### config.mk
export PLATFORM = sky130hd
export DESIGN_NAME = http_chunked_body_decoder
export DESIGN_NICKNAME = d
export VERILOG_FILES = /design/src/rtl/core/chbd_pkg.sv /design/src/rtl/core/chbd_front.sv /design/src/rtl/core/chbd_queue.sv /design/src/rtl/core/chbd_back.sv /design/src/rtl/core/http_chunked_body_decoder.sv
export SDC_FILE = /design/constraint.sdc
export NUM_CORES = 1
export LEC_CHECK = 0
export BUFFER_PORTS_ARGS = -buffer_cell sky130_fd_sc_hd__buf_2
export CAP_MARGIN = 20
export CORE_ASPECT_RATIO = 1.5
export CORE_MARGIN = 4
export CORE_UTILIZATION = 35
export CTS_BUF_LIST = sky130_fd_sc_hd__clkbuf_4
export DETAILED_ROUTE_END_ITERATION = 8
export PLACE_DENSITY = 0.5
export SYNTH_ARGS = -nofsm -noshare
export SYNTH_HDL_FRONTEND = slang
export SYNTH_SLANG_ARGS = --single-unit
### constraint.sdc
create_clock -name clk -period 7.9 [get_ports clk]
set_clock_uncertainty 0.1 [all_clocks]
set_input_delay 0.395 -clock clk [delete_from_list [all_inputs] [get_ports clk]]
set_output_delay 0.395 -clock clk [all_outputs]
set_load 0.01 [all_outputs]
### src/rtl/core/chbd_pkg.sv
// ----------------------------------------------------------------------------
// chbd_pkg: shared types and constants of the chunked body decoder
// Item layouts on both channels, the classified item carried between the
// front and back parts, queue status and the result status codes.
// ----------------------------------------------------------------------------
package chbd_pkg;

  // Depth of the queue between the front and back parts.
  localparam int QDEPTH = 4;
  localparam int QAW    = $clog2(QDEPTH);

  // Result status codes.
  localparam logic [1:0] ST_OK        = 2'd0;
  localparam logic [1:0] ST_TOO_LONG  = 2'd1;
  localparam logic [1:0] ST_EARLY_END = 2'd2;

  // Input item as it arrives from the link.
  typedef struct packed {
    logic [7:0] data_byte;
    logic       start_of_body;
    logic       end_of_input;
  } in_item_t;

  // Result item.
  typedef struct packed {
    logic [7:0] body_byte;
    logic       has_data;
    logic       is_last;
    logic [1:0] status;
  } out_item_t;

  // Input item after classification by the front part.
  typedef struct packed {
    logic [7:0] data_byte;
    logic       start_of_body;
    logic       end_of_input;
    logic       is_hex;
    logic [3:0] hex_val;
    logic       is_cr;
    logic       is_lf;
  } cls_item_t;

  // Queue status seen by the front and the top level.
  typedef struct packed {
    logic full;
    logic empty;
  } q_stat_t;

endpackage

### src/rtl/core/chbd_front.sv
// ----------------------------------------------------------------------------
// chbd_front: input acceptance and byte classification
// Accepts an item whenever the queue has room and tags the byte as hex
// digit (with its value), CR or LF before it is queued.
// ----------------------------------------------------------------------------
module chbd_front
  import chbd_pkg::*;
(
  input  logic      in_valid,
  output logic      in_stall,
  input  in_item_t  in_item,
  input  q_stat_t   q_stat,
  output logic      push,
  output cls_item_t push_item
);

  // Decode one ASCII hex digit; bit 4 flags a valid digit.
  function automatic logic [4:0] hex_decode(input logic [7:0] c);
    logic [4:0] res;
    res = 5'd0;
    if (c >= 8'h30 && c <= 8'h39) begin
      res = {1'b1, 4'(c - 8'h30)};
    end else if (c >= 8'h61 && c <= 8'h66) begin
      res = {1'b1, 4'(c - 8'h57)};
    end else if (c >= 8'h41 && c <= 8'h46) begin
      res = {1'b1, 4'(c - 8'h37)};
    end
    return res;
  endfunction

  logic [4:0] hex;

  // The input is held off only while the queue is full.
  assign in_stall = q_stat.full;
  assign push     = in_valid && !q_stat.full;

  // Classify the byte.
  assign hex = hex_decode(in_item.data_byte);
  always_comb begin
    push_item.data_byte     = in_item.data_byte;
    push_item.start_of_body = in_item.start_of_body;
    push_item.end_of_input  = in_item.end_of_input;
    push_item.is_hex        = hex[4];
    push_item.hex_val       = hex[3:0];
    push_item.is_cr         = (in_item.data_byte == 8'h0D);
    push_item.is_lf         = (in_item.data_byte == 8'h0A);
  end

endmodule

### src/rtl/core/chbd_queue.sv
// ----------------------------------------------------------------------------
// chbd_queue: short queue between the front and back parts
// A small circular buffer of classified items with head read-out, so that
// the input side and the result side can stall independently.
// ----------------------------------------------------------------------------
module chbd_queue
  import chbd_pkg::*;
(
  input  logic      clk,
  input  logic      rst_n,
  input  logic      push,
  input  cls_item_t push_item,
  input  logic      pop,
  output cls_item_t head_item,
  output q_stat_t   q_stat
);

  cls_item_t         mem [QDEPTH];
  logic [QAW-1:0]    wr_ptr_r, wr_ptr_nxt;
  logic [QAW-1:0]    rd_ptr_r, rd_ptr_nxt;
  logic [QAW:0]      count_r, count_nxt;

  // Pointer and fill count update.
  always_comb begin
    wr_ptr_nxt = wr_ptr_r;
    rd_ptr_nxt = rd_ptr_r;
    count_nxt  = count_r;
    if (push) begin
      wr_ptr_nxt = (wr_ptr_r == QAW'(QDEPTH - 1)) ? '0 : wr_ptr_r + 1'b1;
    end
    if (pop) begin
      rd_ptr_nxt = (rd_ptr_r == QAW'(QDEPTH - 1)) ? '0 : rd_ptr_r + 1'b1;
    end
    if (push && !pop) begin
      count_nxt = count_r + 1'b1;
    end else if (pop && !push) begin
      count_nxt = count_r - 1'b1;
    end
  end

  always_ff @(posedge clk) begin
    if (!rst_n) begin
      wr_ptr_r <= '0;
      rd_ptr_r <= '0;
      count_r  <= '0;
    end else begin
      wr_ptr_r <= wr_ptr_nxt;
      rd_ptr_r <= rd_ptr_nxt;
      count_r  <= count_nxt;
    end
  end

  // Storage write.
  always_ff @(posedge clk) begin
    if (push) begin
      mem[wr_ptr_r] <= push_item;
    end
  end

  assign head_item    = mem[rd_ptr_r];
  assign q_stat.full  = (count_r == (QAW+1)'(QDEPTH));
  assign q_stat.empty = (count_r == '0);

endmodule

### src/rtl/core/chbd_back.sv
// ----------------------------------------------------------------------------
// chbd_back: chunk parser and result register
// Runs the size-line / data / trailer-skip state machine on one queued item
// per cycle unless a held result is stalled; holds the result until taken.
// ----------------------------------------------------------------------------
module chbd_back
  import chbd_pkg::*;
#(
  parameter int MAX_HEX_DIGITS = 8
) (
  input  logic      clk,
  input  logic      rst_n,
  input  cls_item_t head_item,
  input  q_stat_t   q_stat,
  output logic      pop,
  output logic      out_valid,
  input  logic      out_stall,
  output out_item_t out_item
);

  localparam int CW = $clog2(MAX_HEX_DIGITS + 1);

  typedef enum logic [2:0] {
    PH_SIZE,
    PH_DATA,
    PH_SKIP1,
    PH_SKIP2,
    PH_IDLE
  } phase_t;

  phase_t          phase_r, phase_nxt, phase_cur;
  logic [31:0]     rem_r, rem_nxt, rem_cur;
  logic [CW-1:0]   cnt_r, cnt_nxt, cnt_cur;
  logic            stopped_r, stopped_nxt, stopped_cur;
  logic            saw_cr_r, saw_cr_nxt, saw_cr_cur;
  logic            out_valid_r, out_valid_nxt;
  out_item_t       out_item_r, out_item_nxt;
  logic            produce;
  out_item_t       res;

  // Take the head item when the result register is free or being emptied.
  assign pop = !q_stat.empty && (!out_valid_r || !out_stall);

  // Parser step for the head item.
  always_comb begin
    // Start of body restarts the size line.
    if (head_item.start_of_body) begin
      phase_cur   = PH_SIZE;
      rem_cur     = '0;
      cnt_cur     = '0;
      stopped_cur = 1'b0;
      saw_cr_cur  = 1'b0;
    end else begin
      phase_cur   = phase_r;
      rem_cur     = rem_r;
      cnt_cur     = cnt_r;
      stopped_cur = stopped_r;
      saw_cr_cur  = saw_cr_r;
    end

    phase_nxt   = phase_cur;
    rem_nxt     = rem_cur;
    cnt_nxt     = cnt_cur;
    stopped_nxt = stopped_cur;
    saw_cr_nxt  = saw_cr_cur;
    produce     = 1'b0;
    res         = '{body_byte: 8'd0, has_data: 1'b0, is_last: 1'b0, status: ST_OK};

    unique case (phase_cur)
      PH_SIZE: begin
        if (head_item.is_lf && saw_cr_cur) begin
          saw_cr_nxt = 1'b0;
          if (rem_cur == '0) begin
            produce     = 1'b1;
            res.is_last = 1'b1;
            phase_nxt   = PH_IDLE;
          end else begin
            phase_nxt = PH_DATA;
          end
        end else if (head_item.is_cr) begin
          saw_cr_nxt  = 1'b1;
          stopped_nxt = 1'b1;
        end else begin
          saw_cr_nxt = 1'b0;
          if (head_item.is_hex && !stopped_cur) begin
            if (cnt_cur >= CW'(MAX_HEX_DIGITS)) begin
              produce     = 1'b1;
              res.is_last = 1'b1;
              res.status  = ST_TOO_LONG;
              phase_nxt   = PH_IDLE;
            end else begin
              cnt_nxt = cnt_cur + 1'b1;
              rem_nxt = {rem_cur[27:0], head_item.hex_val};
            end
          end else begin
            stopped_nxt = 1'b1;
          end
        end
      end
      PH_DATA: begin
        produce       = 1'b1;
        res.body_byte = head_item.data_byte;
        res.has_data  = 1'b1;
        rem_nxt       = rem_cur - 32'd1;
        if (rem_cur == 32'd1) begin
          phase_nxt = PH_SKIP1;
        end
      end
      PH_SKIP1: begin
        phase_nxt = PH_SKIP2;
      end
      PH_SKIP2: begin
        phase_nxt   = PH_SIZE;
        rem_nxt     = '0;
        cnt_nxt     = '0;
        stopped_nxt = 1'b0;
        saw_cr_nxt  = 1'b0;
      end
      PH_IDLE: begin
        // Bytes are dropped until the next start of body.
      end
      default: begin
        phase_nxt = PH_IDLE;
      end
    endcase

    // Link ran out before the body finished.
    if (head_item.end_of_input && phase_cur != PH_IDLE && phase_nxt != PH_IDLE) begin
      produce     = 1'b1;
      res.is_last = 1'b1;
      res.status  = ST_EARLY_END;
      phase_nxt   = PH_IDLE;
    end
  end

  // Result register next value.
  always_comb begin
    out_valid_nxt = out_valid_r;
    out_item_nxt  = out_item_r;
    if (out_valid_r && !out_stall) begin
      out_valid_nxt = 1'b0;
    end
    if (pop && produce) begin
      out_valid_nxt = 1'b1;
      out_item_nxt  = res;
    end
  end

  // Parser state and registered outputs.
  always_ff @(posedge clk) begin
    if (!rst_n) begin
      phase_r     <= PH_SIZE;
      rem_r       <= '0;
      cnt_r       <= '0;
      stopped_r   <= 1'b0;
      saw_cr_r    <= 1'b0;
      out_valid_r <= 1'b0;
    end else begin
      if (pop) begin
        phase_r   <= phase_nxt;
        rem_r     <= rem_nxt;
        cnt_r     <= cnt_nxt;
        stopped_r <= stopped_nxt;
        saw_cr_r  <= saw_cr_nxt;
      end
      out_valid_r <= out_valid_nxt;
    end
    out_item_r <= out_item_nxt;
  end

  assign out_valid = out_valid_r;
  assign out_item  = out_item_r;

endmodule

### src/rtl/core/http_chunked_body_decoder.sv
// ----------------------------------------------------------------------------
// http_chunked_body_decoder: HTTP/1.1 chunked body decoder, one byte per item
// Path: an accepted byte goes through the queue into the result register.
// Throughput: one item per cycle, paced by the back parser and by out_stall.
// The front stalls only when the four-entry queue is full.
// Reset: synchronous active-low; empties the queue and the result register
// and puts the parser at the first character of a size line.
// ----------------------------------------------------------------------------
module http_chunked_body_decoder
  import chbd_pkg::*;
#(
  parameter int MAX_HEX_DIGITS = 8
) (
  input  logic      clk,
  input  logic      rst_n,
  input  logic      in_valid,
  output logic      in_stall,
  input  in_item_t  in_item,
  output logic      out_valid,
  input  logic      out_stall,
  output out_item_t out_item
);

  logic      push;
  logic      pop;
  cls_item_t push_item;
  cls_item_t head_item;
  q_stat_t   q_stat;

  // Acceptance and classification.
  chbd_front u_front (
    .in_valid  (in_valid),
    .in_stall  (in_stall),
    .in_item   (in_item),
    .q_stat    (q_stat),
    .push      (push),
    .push_item (push_item)
  );

  // Queue between the two parts.
  chbd_queue u_queue (
    .clk       (clk),
    .rst_n     (rst_n),
    .push      (push),
    .push_item (push_item),
    .pop       (pop),
    .head_item (head_item),
    .q_stat    (q_stat)
  );

  // Parser and result register.
  chbd_back #(
    .MAX_HEX_DIGITS (MAX_HEX_DIGITS)
  ) u_back (
    .clk       (clk),
    .rst_n     (rst_n),
    .head_item (head_item),
    .q_stat    (q_stat),
    .pop       (pop),
    .out_valid (out_valid),
    .out_stall (out_stall),
    .out_item  (out_item)
  );

  // A result without data always closes the body.
  a_nodata_is_last: assert property (@(posedge clk) disable iff (!rst_n)
    out_valid && !out_item.has_data |-> out_item.is_last)
    else $error("result without data is not marked last");

  // Any error status closes the body.
  a_error_is_last: assert property (@(posedge clk) disable iff (!rst_n)
    out_valid && out_item.status != ST_OK |-> out_item.is_last)
    else $error("error status on a result not marked last");

  // No result can appear when nothing is queued or arriving.
  a_no_phantom: assert property (@(posedge clk) disable iff (!rst_n)
    q_stat.empty && !out_valid |=> !out_valid)
    else $error("result appeared with an empty queue");

  // Status stays within its defined codes.
  a_status_code: assert property (@(posedge clk) disable iff (!rst_n)
    out_valid |-> (out_item.status == ST_OK || out_item.status == ST_TOO_LONG ||
                   out_item.status == ST_EARLY_END))
    else $error("undefined status code");

endmodule

==> results.md, run 1 <==
Route:
- In the routed design, unresolved DRC markers number 0.
- The number of vias per cell is 5.80.
- The number of routed nets with antenna violations is 0.
- The detail-routed net length per standard cell is 20.5 µm.
- The count of TritonRoute iterations in the first routing pass is 5.
- The routed design has 19.4 mm of wire.
- The via total after detailed routing is 5475.
- The violation count after the first detailed-route iteration is 516.

Placement:
- The total of buffers placed on input and output ports is 27.
- After legalization and detailed placement, the total HPWL measured 13.3 mm.
- Routability-driven placement finished with a final weighted congestion of 0.916.
- The total instance count after detailed placement is 901.

Die:
- The effective utilization at floorplan is 35.8%.
- The area enclosed by the die boundary is 0.0221 mm².
- The region available for standard cell placement spans 0.0193 mm².
- In this run the vertical extent of the chip is 180 µm.
- The count of boundary I/O pins is 28.
- The number of placement rows is 62.
- The horizontal die dimension is 123 µm.

STA:
- The portion of the clock cycle consumed by the worst path in the final layout is 51.5%.
- Setup violations remaining at the end of the flow were counted as 0.
- Setup repair after global routing left no endpoint under its margin.
- The minimum clock period is 4070 ps.
- For the pin with the worst max-slew slack, the measured transition is 1040 ps.
- The count of endpoints failing hold in the final timing report came to 0.
- For the final routed database, the setup TNS stands at 0 ps.
- The final max-slew violation count was 0.
- The top achievable clock speed is 246 MHz.
- Headroom to the max-slew limit came out at 30.4%.

Worst setup path:
- By instance count, the cell type seen most on the critical path is inv_1.
- The worst setup path is captured at a register.
- The signal on the critical path passes through mux4_2 -> nor2b_1 -> inv_1 -> ha_1 -> inv_1 -> nor4_1 -> o21ai_0 -> a22oi_1 -> a31oi_1.
- The data arrival time at the worst-slack endpoint is 4380 ps.
- The cell with the biggest individual delay on the critical path is dfxtp_1.
- The type of element launching the critical path is a register.
- The critical path is of the register to register type.
- The instance count on the critical path is 9.
- The number of buffers and inverters on the critical path is 2.
- The slack of the worst reg-to-reg path is 3830 ps.
- In this run the worst path has a maximum fanout of 22.
- The largest single stage delay on the critical path is 1000 ps.
- The path depth of the worst reg2reg path is 9.
- The cell family contributing the most delay on the critical path is flip-flops.
- The critical path required time is 8210 ps.

Clock network:
- Post-CTS timing repair inserted 0 buffers for setup.
- Clock tree synthesis inserted a total of 17 buffers.
- TritonCTS built the clock tree.
- The H-tree depth is 4.
- The root buffer cell is clkbuf_4.
- After clock tree synthesis, the clock-pin slew on the worst setup and hold paths is 140 ps.
- The later pin in the worst-skew pair is clocked with a latency of 550 ps.
- Counting every sink on the clock net gives 131.
- The largest buffer count on any clock path is 2.
- Once the clock tree was built, the resizer swapped 0 gates to a different size.

Finish:
- The count of nets after finishing is 704.
- The area added between synthesis and finish is 9.85%.
- The non-filler instance count after layout is 944.
- The fill cell instance count of the final layout is 1879.
- Summing all flip-flop and latch instances after layout gives 0.00342 mm².
- Of the cells placed in the final design, the portion with a size suffix greater than 1 is 15.0%.
- The area of the multi-input gates is 0.00323 mm².

Synthesis:
- Counting flops with a built-in enable in the synthesized netlist gives 80.
- The post-synthesis sequential element count is 131.
- The synthesized cell area is 0.00691 mm².
- The most instantiated flip-flop cell in the synthesis netlist is edfxtp_1.
- The number of distinct library cell variants in the gate-level netlist after synthesis is 71.
- The sequential share of the synthesized area is 49.6%.
- Of all flip-flops after synthesis, the portion carrying an async set or reset was 0%.
- For this run, the number of Yosys warnings is 0.
- The synthesized area per cell is 10.4 µm².
- The cell count after synthesis came out at 662.
- The synthesized netlist net count is 692.

Global route:
- The met3 capacity usage during global routing is 3.30%.
- The total global routing track utilization is 18.1%.
- The most crowded layer after global routing is met2.
- The final global-route overflow total is 0.
- The first global-routing pass estimated 30.8 mm of wire.
- The met1 layer usage reported by global route is 21.4%.
- Entering global routing, the biggest net connects 25 pins.
- The global routing usage on met2 is 31.0%.
- The number of global-route vias before repair is 5523.
- The initial antenna violation count is 1.

Pwr:
- In this run the power density over the cells is 359 mW/mm².
- The standby leakage power is 2.61 nW.
- The design draws 2.72 mW.
- Across the VDD grid, the largest voltage drop is 0.120 mV.

Min path:
- Along the worst hold path, the cell count comes to 1.
- The min-delay analysis places its worst path in the category input port to register.

Flow run:
- The tool flagged a number of max-cap violations equal to 0.

Run status:
- The run finished with clean final reports.
==> power by group <==
| group | internal [mW] | switching [mW] | leakage (nW) |
|---|---|---|---|
| clock | 0.170 | 0.299 | 0.145 |
| combinational | 0.464 | 0.846 | 1.32 |
| sequential | 0.845 | 0.101 | 1.14 |
==> worst paths after layout <==
path                    endpoint                start
max             u_back.rem_r[30]             register
min           u_queue.mem[2][10]           in_item[3]
max reg2reg     u_back.rem_r[30]             register
min reg2reg  u_queue.rd_ptr_r[1]  u_queue.rd_ptr_r[1]
==> logic make-up after synthesis <==
group	synth area share [%]
multiplexers	8.51
adder cells (fa/ha/maj)	3.01
AND/OR/NAND/NOR	17.9
XOR/XNOR	1.39
buffers and inverters	3.75
flip-flops	49.6
AO/OA/AOI/OAI	15.9
==> cells in the final DEF, fill, tap and decap left out, types with 9 or more instances in the layout <==
cell,count
a21oi_1,32
a22oi_1,12
a31oi_1,14
and2_1,14
buf_2,27
clkbuf_4,17
dfxtp_1,51
dlygate4sd3_1,9
edfxtp_1,80
ha_1,15
inv_1,15
mux2i_1,15
mux4_2,16
nand2_1,51
nand3_1,17
nand4_1,9
nor2_1,51
nor2b_1,9
nor3_1,21
nor4_1,16
o21ai_0,51
==> cells in the mapped netlist, types with 15 or more instances <==
cell      count  area share [%]
a21oi_1      32             2.3
o21ai_0      51             3.7
ha_1         15             2.7
clkbuf_1     40             2.2
inv_1        15            0.82
mux4_2       16             5.2
nand3_1      17             1.2
nor2_1       51             2.8
nor4_1       16             1.4
nor3_1       21             1.5
mux2i_1      16             2.3
dfxtp_1      51              15
edfxtp_1     80              35
nand2_1      51             2.8
==> state kept, by name (all words and copies together), names as in the netlist, named ones only <==
name / flops
u_back.stopped_r: 1
u_back.rem_r: 32
u_queue.count_r: 3
u_back.phase_r: 3
u_back.cnt_r: 4
u_queue.mem: 68
u_queue.wr_ptr_r: 2
u_back.saw_cr_r: 1
u_back.out_valid: 1
u_queue.rd_ptr_r: 2
u_back.out_item: 12
==> metal layers <==
layer,vias up,part of all wire (%)
met5,-,0
met3,52,4.4
met2,204,53
li1,2539,-
met4,0,3.8
met1,2680,39
==> final cells by class <==
type / count / share of cell area (%)
antenna: 1 / 0.0330
multi-input combinational: 467 / 42.6
sequential: 131 / 45.1
tap: 256 / 4.22
timing repair buffer: 41 / 3.46
inverter: 16 / 0.791
clock inverter: 15 / 2.14
clock buffer: 17 / 1.68
==> timing repair <==
| action | 4_1_cts | 5_1_grt |
|---|---|---|
| hold buffers | 9 | 0 |
| setup endpoints to repair | 0 | 0 |
| endpoints found under the hold margin | 33 | 0 |
==> stage by stage <==
stage	hold WS [ps]	utilization [%]	setup WS, ps	cell area (µm²)
final	56.4	39.3	3830	7590
after global routing	23.3	39.3	3500	7590
after CTS	7.01	39.2	3670	7580
after detailed placement	397	37.3	3740	7200
after global placement	379	37.3	3830	7200
after floorplan	354	-	4460	6910
==> worst reg2reg max path, cell delays in order (launching register included) <==
cell     delay (ps)
dfxtp_1        1000
mux4_2          710
nor2b_1         170
inv_1           110
ha_1            680
inv_1           190
nor4_1          460
o21ai_0         170
a22oi_1         240
a31oi_1         100
Note: power is estimated with default switching activity, not from simulation.
==> inputs of run 2 (changes only) <==
PLACE_DENSITY = 0.52   (was 0.5)
clock period = 3.25 ns   (was 7.9 ns; I/O delays follow)
==> run 2 against run 1 <==
  * Worst setup slack worse by 3500 ps
  * First-iteration DRC count is 26% lower
  * Clock power is 150% higher
  * Die area stayed put
  * Maximum frequency is 38% higher
  * Critical path type unchanged
  * Highest routed layer unchanged
==> results.md, run 2 (synthesis gave the netlist of run 1 again) <==
Clock network:
- The largest buffer count on any clock path is 2 (unchanged).
- The insertion delay of the later-clocked pin in the worst-skew pair is 570 ps (+20 ps).
- TritonCTS built the clock tree.
- The number of gates given a new drive strength after cts is 0 (unchanged).
- The clock transition time at the flip-flop clock pins of the worst setup and hold paths is 150 ps (about the same).
- The H-tree depth was 4 (unchanged).
- The total clock buffers created by CTS is 17 (unchanged).
- The root buffer cell is clkbuf_4.
- The count of clock tree sinks is 131 (unchanged).
- The number of buffers inserted for hold repair after clock tree synthesis is 13 (+4).
- The post-CTS repair timing setup buffer count is 0 (unchanged).

Placement:
- The setup slack at placement came to 358 ps (-3380 ps).
- The total of buffers placed on input and output ports is 27 (unchanged).
- The detailed placer's ending HPWL is 14.5 mm (+8.9%).
- The total instance count after detailed placement is 937 (+4.0%).
- The placer congestion estimate is 0.955 (+4.2%).

STA:
- The minimum clock period is 2940 ps (-1130 ps).
- The portion of the clock cycle consumed by the worst path in the final layout is 90.4% (+39 points).
- The count of endpoints failing hold in the final timing report came to 0 (unchanged).
- The relative max-transition margin is 43.6% (+13 points).
- The final-layout setup total negative slack came to 0 ps (unchanged).
- The tightest hold margin was 236 ps (+179 ps).
- The worst path setup slack after routing is 311 ps (-3520 ps).
- Setup repair after global routing left no endpoint under its margin.
- The number of endpoints failing setup at the final stage is 0 (unchanged).
- The slew at the pin with the worst max-slew slack was 846 ps (-198 ps).
- The final max-slew violation count came to 0 (unchanged).
- The top achievable clock speed was 340 MHz (+38%).

Pwr:
- The combinational group share of total power was 50.7% (+2.6 points).
- The net switching power came to 3.18 mW (+160%).
- The highest ir drop seen on vdd is 0.334 mV (+180%).
- The internal power is 3.80 mW (+160%).
- The total power of the final layout was 6.98 mW (+160%).
- The share of power burned in registers is 32.6% (-2.1 points).
- The areal power density over the cells was 881 mW/mm² (+150%).
- The proportion of total power due to net switching was 45.6% (-0.13 points).
- The clock group share of total power is 16.6% (-0.6 points).
- The standby leakage power is 2.82 nW (+7.9%).

Route:
- The total wire length is 19.9 mm (+2.7%).
- The via total after detailed routing came to 5620 (+2.6%).
- The number of vias per cell is 5.72 (-1.4%).
- The count of TritonRoute iterations in the first routing pass came to 7 (+2).
- The violation count after the first detailed-route iteration was 382 (-26%).
- The number of routed nets with antenna violations is 0 (unchanged).
- The DRC violation count after routing is 0 (unchanged).
- The detail-routed net length per standard cell is 20.3 µm (-1.4%).

Worst setup path:
- The kind of end point of the critical path is a register.
- STA classifies the critical path startpoint as a register.
- The critical path required time is 3500 ps (-4710 ps).
- The maximum fanout encountered on the critical timing path was 9 (-59%).
- The type of the setup path with the least slack is register to register.
- The data arrival time at the worst-slack endpoint is 3190 ps (-1190 ps).

Global route:
- The total global routing track utilization is 18.6% (+0.54 points).
- The final global-route overflow total is 0 (unchanged).
- The global-route wire length before repair came to 31.4 mm (+1.9%).
- The pin count of the biggest net entering global routing is 24 (-4.0%).
- The number of global-route vias before repair is 5683 (+2.9%).
- The initial antenna violation count is 1 (unchanged).

Finish:
- The count of nets after finishing came to 743 (+5.5%).
- Relative to the synthesized area, the layout overhead comes to 14.6%.
- The non-filler instance count after layout is 983 (+4.1%).
- In the layout the commonest cells are 80 x edfxtp_1, 51 x nand2_1, 51 x o21ai_0, 51 x dfxtp_1, 50 x nor2_1.
- The flip-flop count of the largest register after layout is 68 (unchanged).
- The fill cell instance count of the final layout is 1891 (+0.64%).
- Leaving out fill and tap cells, the most frequent cell in the layout is edfxtp_1.
- More flip-flops sit in one register than any other, and that register is u_queue.mem.
- The proportion of layout cells with a drive suffix above 1 came to 19.0% (+4.0 points).

Die:
- The total core area is 0.0193 mm² (unchanged).
- The number of placement rows came to 62 (unchanged).
- The effective utilization at floorplan is 35.8% (unchanged).
- The area enclosed by the die boundary came to 0.0221 mm² (unchanged).
- The horizontal die dimension is 123 µm (unchanged).
- The count of boundary I/O pins is 28 (unchanged).
- The vertical extent of the die is 180 µm (unchanged).

Min path:
- The type of the worst min-delay path is input port to register.

Flow run:
- The max-cap violation count is 0 (unchanged).

Run status:
- The flow ran to the end, and the final reports show no timing, DRC or antenna violations.
==> run 2: metrics by stage <==
step	util (%)	area, µm²
6_report	41.0	7920
5_1_grt	41.0	7920
4_1_cts	41.0	7920
3_5_place_dp	38.7	7480
3_3_place_gp	38.7	7480
2_1_floorplan	-	6910
==> run 2: power by group through the flow <==
stage / clock network, mW / registers (mW) / logic, mW
2_1_floorplan: 0 / 2.24 / 2.32
3_5_place_dp: 0 / 2.31 / 3.48
4_1_cts: 1.20 / 2.28 / 3.51
6_report: 1.16 / 2.28 / 3.54
3_3_place_gp: 0 / 2.30 / 3.46
5_1_grt: 1.27 / 2.31 / 3.81
==> run 2: area by class of cell <==
| type | count | area (µm²) | area share, % |
|---|---|---|---|
| Timing Repair Buffer | 80 | 578 | 7.30 |
| Inverter | 16 | 60.1 | 0.759 |
| Sequential cell | 131 | 3420 | 43.2 |
| Antenna cell | 1 | 2.50 | 0.0316 |
| Clock buffer | 17 | 128 | 1.61 |
| Tap cell | 256 | 320 | 4.05 |
| Clock inverter | 15 | 178 | 2.24 |
| Multi-Input combinational cell | 467 | 3230 | 40.8 |
==> run 2: worst paths after layout <==
check / from / to / slack (ps) / cells past startpoint
worst min-delay path: in_item[0] / u_queue.mem[1][7] / 240 / 2
worst max-delay path: u_back.rem_r[4] / u_back.out_item[1] / 310 / 7
worst min register to register: u_queue.rd_ptr_r[1] / u_queue.rd_ptr_r[1] / 390 / 2
worst max register to register: u_back.rem_r[4] / u_back.out_item[1] / 310 / 7
==> run 2: per-layer routing <==
metal / GRT usage (%) / share of wire [%]
met5: 0 / 0
met3: 3.11 / 4.0
met4: 9.01 / 4.6
met1: 19.7 / 36
met2: 34.7 / 55
==> run 2: worst max-delay path, cell delays in order, from the launching register on <==
cell and delay [ps]:
dfxtp_1 390, or4_4 510, or4b_4 550, buf_4 200, nor2_1 350, and4_1 250, o21ai_0 140, and3_1 220
==> inputs of run 3 (changes only) <==
CORE_ASPECT_RATIO = 1.2   (was 1.5)
==> run 3 against run 2 <==
  * Critical path type unchanged
  * Hold slack got worse by 160 ps
  * Wire length down 4.6%
  * Clock power rose by 4%
  * Final area increased by 0.41%
  * Die area shrank 0.17%
  * Cell count grew 0.71%
  * Core utilization is 0.18 points lower
==> results.md, run 3 (synthesis gave the netlist of run 1 again) <==
Finish:
- The count of nets after finishing came to 745 (+0.27%).
- From synthesis to final layout, the design area changed by 15.1%.
- u_queue.mem holds more flip-flops than any other register.
- The post-layout utilization of the core came to 40.8% (-0.18 points).
- The commonest non-fill, non-tap cell in the layout is edfxtp_1.
- The flip-flop count of the largest register after layout is 68 (unchanged).
- The proportion of layout cells with a drive suffix above 1 is 19.5% (+0.50 points).
- The library cells used most frequently in the layout, excluding fill and tap cells, are 80 x edfxtp_1, 51 x nand2_1, 51 x o21ai_0, 51 x dfxtp_1, 50 x nor2_1.

Pwr:
- The share of power burned in registers is 32.4% (-0.2 points).
- The net switching power came to 3.03 mW (-4.7%).
- The standby leakage power came to 2.84 nW (+0.77%).
- The areal power density over the cells is 877 mW/mm² (-0.49%).
- The proportion of total power due to net switching is 43.5% (-2.1 points).
- The highest ir drop seen on vdd came to 0.386 mV (+16%).
- The clock group share of total power is 17.3% (+0.7 points).
- The internal power is 3.94 mW (+3.8%).
- The total power of the final layout is 6.97 mW (about the same).
- The combinational group share of total power was 50.3% (-0.4 points).

Worst setup path:
- On the critical path, the stage with the largest delay is an instance of or4b_4.
- The worst setup path is captured at a register.
- The critical path required time came to 3390 ps (-110 ps).
- The type of element launching the critical path is a register.
- The longest individual stage delay on the worst path is 640 ps (+90 ps).
- By startpoint and endpoint, the worst setup path is classified as register to register.
- The data arrival time at the worst-slack endpoint came to 3270 ps (+80 ps).
- The maximum fanout encountered on the critical timing path was 12 (+3).
- The signal on the critical path passes through or4_4 -> or4b_4 -> o41ai_2 -> a311oi_1 -> o21a_1 -> nor2_2 -> buf_4.

STA:
- The worst path setup slack after routing was 126 ps (-185 ps).
- The minimum clock period is 3120 ps (+185 ps).
- The final max-slew violation count is 0 (unchanged).
- Setup repair after global routing left no endpoint under its margin.
- The portion of the clock cycle consumed by the worst path in the final layout is 96.1% (+5.7 points).
- The tightest hold margin is 71.8 ps (-164 ps).
- The slew at the pin with the worst max-slew slack was 828 ps (-18.2 ps).
- The count of endpoints failing hold in the final timing report was 0 (unchanged).
- The final-layout setup total negative slack was 0 ps (unchanged).
- The top achievable clock speed was 320 MHz (-5.9%).
- The relative max-transition margin was 44.8% (+1.3 points).
- The number of endpoints failing setup at the final stage was 0 (unchanged).

Placement:
- The placer congestion estimate came to 0.882 (-7.6%).
- The total of buffers placed on input and output ports is 27 (unchanged).
- The setup slack at placement came to 169 ps (-188 ps).
- The detailed placer's ending HPWL came to 13.3 mm (-7.9%).

Global route:
- The met3 capacity usage during global routing is 3.56% (+0.45 points).
- The global routing usage on met2 is 30.1% (-4.6 points).
- The final global-route overflow total was 0 (unchanged).
- The initial antenna violation count came to 1 (unchanged).
- The number of global-route vias before repair is 5662 (-0.37%).
- The pin count of the biggest net entering global routing is 24 (unchanged).
- The total global routing track utilization is 17.7% (-0.88 points).
- The global-route wire length before repair came to 30.5 mm (-2.8%).
- The met1 layer usage reported by global route is 21.4% (+1.7 points).
- The layer flagged by global routing as most heavily used is met2.

Die:
- The horizontal die dimension is 136 µm (+11%).
- The total core area was 0.0195 mm² (+0.84%).
- The area enclosed by the die boundary came to 0.0221 mm² (-0.17%).
- The effective utilization at floorplan was 35.5% (-0.30 points).
- The vertical extent of the die is 162 µm (-10%).
- The number of placement rows is 56 (-9.7%).
- The count of boundary I/O pins is 28 (unchanged).

Route:
- The number of routed nets with antenna violations came to 0 (unchanged).
- The number of vias per cell is 5.66 (-0.99%).
- The DRC violation count after routing came to 0 (unchanged).
- The violation count after the first detailed-route iteration is 450 (+18%).
- The total wire length is 19.0 mm (-4.6%).
- The via total after detailed routing is 5604 (-0.28%).
- The count of TritonRoute iterations in the first routing pass was 6 (-1).
- The detail-routed net length per standard cell is 19.2 µm (-5.3%).

Clock network:
- The largest buffer count on any clock path is 2 (unchanged).
- The total clock buffers created by CTS is 17 (unchanged).
- TritonCTS built the clock tree.
- The count of clock tree sinks is 131 (unchanged).
- The H-tree depth came to 4 (unchanged).
- The number of gates given a new drive strength after cts was 0 (unchanged).
- The insertion delay of the later-clocked pin in the worst-skew pair is 540 ps (-30 ps).
- The root buffer cell chosen for the clock tree is clkbuf_4.
- The clock transition time at the flip-flop clock pins of the worst setup and hold paths is 120 ps (-30 ps).

Min path:
- The type of the worst min-delay path is input port to register.

Flow run:
- The max-cap violation count is 0 (unchanged).

Run status:
- The run finished with clean final reports.
run 3: cell types whose count changed in the layout (fill, tap and decap cells not counted):
cell           delta
dlygate4sd3_1     -1
clkinvlp_4        -1
clkinv_2          +1
buf_4             +3
inv_8             -3
mux2i_1           -1
inv_6             +2
clkinv_4          +2
clkinv_8          -3
mux2i_2           +1
bufinv_16         +2
run 3: final timing paths:
kind / from / end / slack, ps / depth (start not counted)
worst max register to register: u_back.rem_r[4] / u_back.out_item[6] / 130 / 7
worst min register to register: u_queue.rd_ptr_r[1] / u_queue.rd_ptr_r[1] / 410 / 2
worst max-delay path: u_back.rem_r[4] / u_back.out_item[6] / 130 / 7
worst min-delay path: in_valid / u_queue.wr_ptr_r[1] / 70 / 4
run 3: repair_timing:
| item | in CTS | in global routing |
|---|---|---|
| endpoints found under the hold margin | 63 | 0 |
| buffers inserted | 0 | 0 |
| hold buffers | 12 | 0 |
| endpoints found under the setup margin | 0 | 0 |
run 3: critical path: cells and delay by family (launching register included):
kind,cells,cell delay [ps]
compound gates,3,910
flops,1,390
buf+inv,1,200
simple gates,3,1240
run 3: cell type report:
cell class,instances,area [µm²]
inverter,16,60.1
multi-input combinational,467,3230
tap,261,327
sequential,131,3420
clock inverter,15,188
clock buffer,17,128
antenna,1,2.50
fill,1943,11500
timing repair buffer,82,591
run 3: power groups by stage:
stage	sequential (mW)	clock [mW]	combinational, mW
CTS	2.26	1.25	3.50
global route	2.30	1.32	3.78
global placement	2.29	0	3.46
finish	2.26	1.21	3.50
floorplan	2.24	0	2.32
detailed placement	2.30	0	3.47
run 3: stage by stage:
step                std cells  area (µm²)
global placement          945        7510
global route              990        7950
finish                    990        7950
floorplan                 662        6910
CTS                       989        7950
detailed placement        945        7510
run 3: routing by layer:
metal / part of all wire [%] / vias up
met3: 4.7 / 45
li1: - / 2643
met4: 4.0 / 0
met1: 41 / 2727
met5: 0 / -
met2: 50 / 189
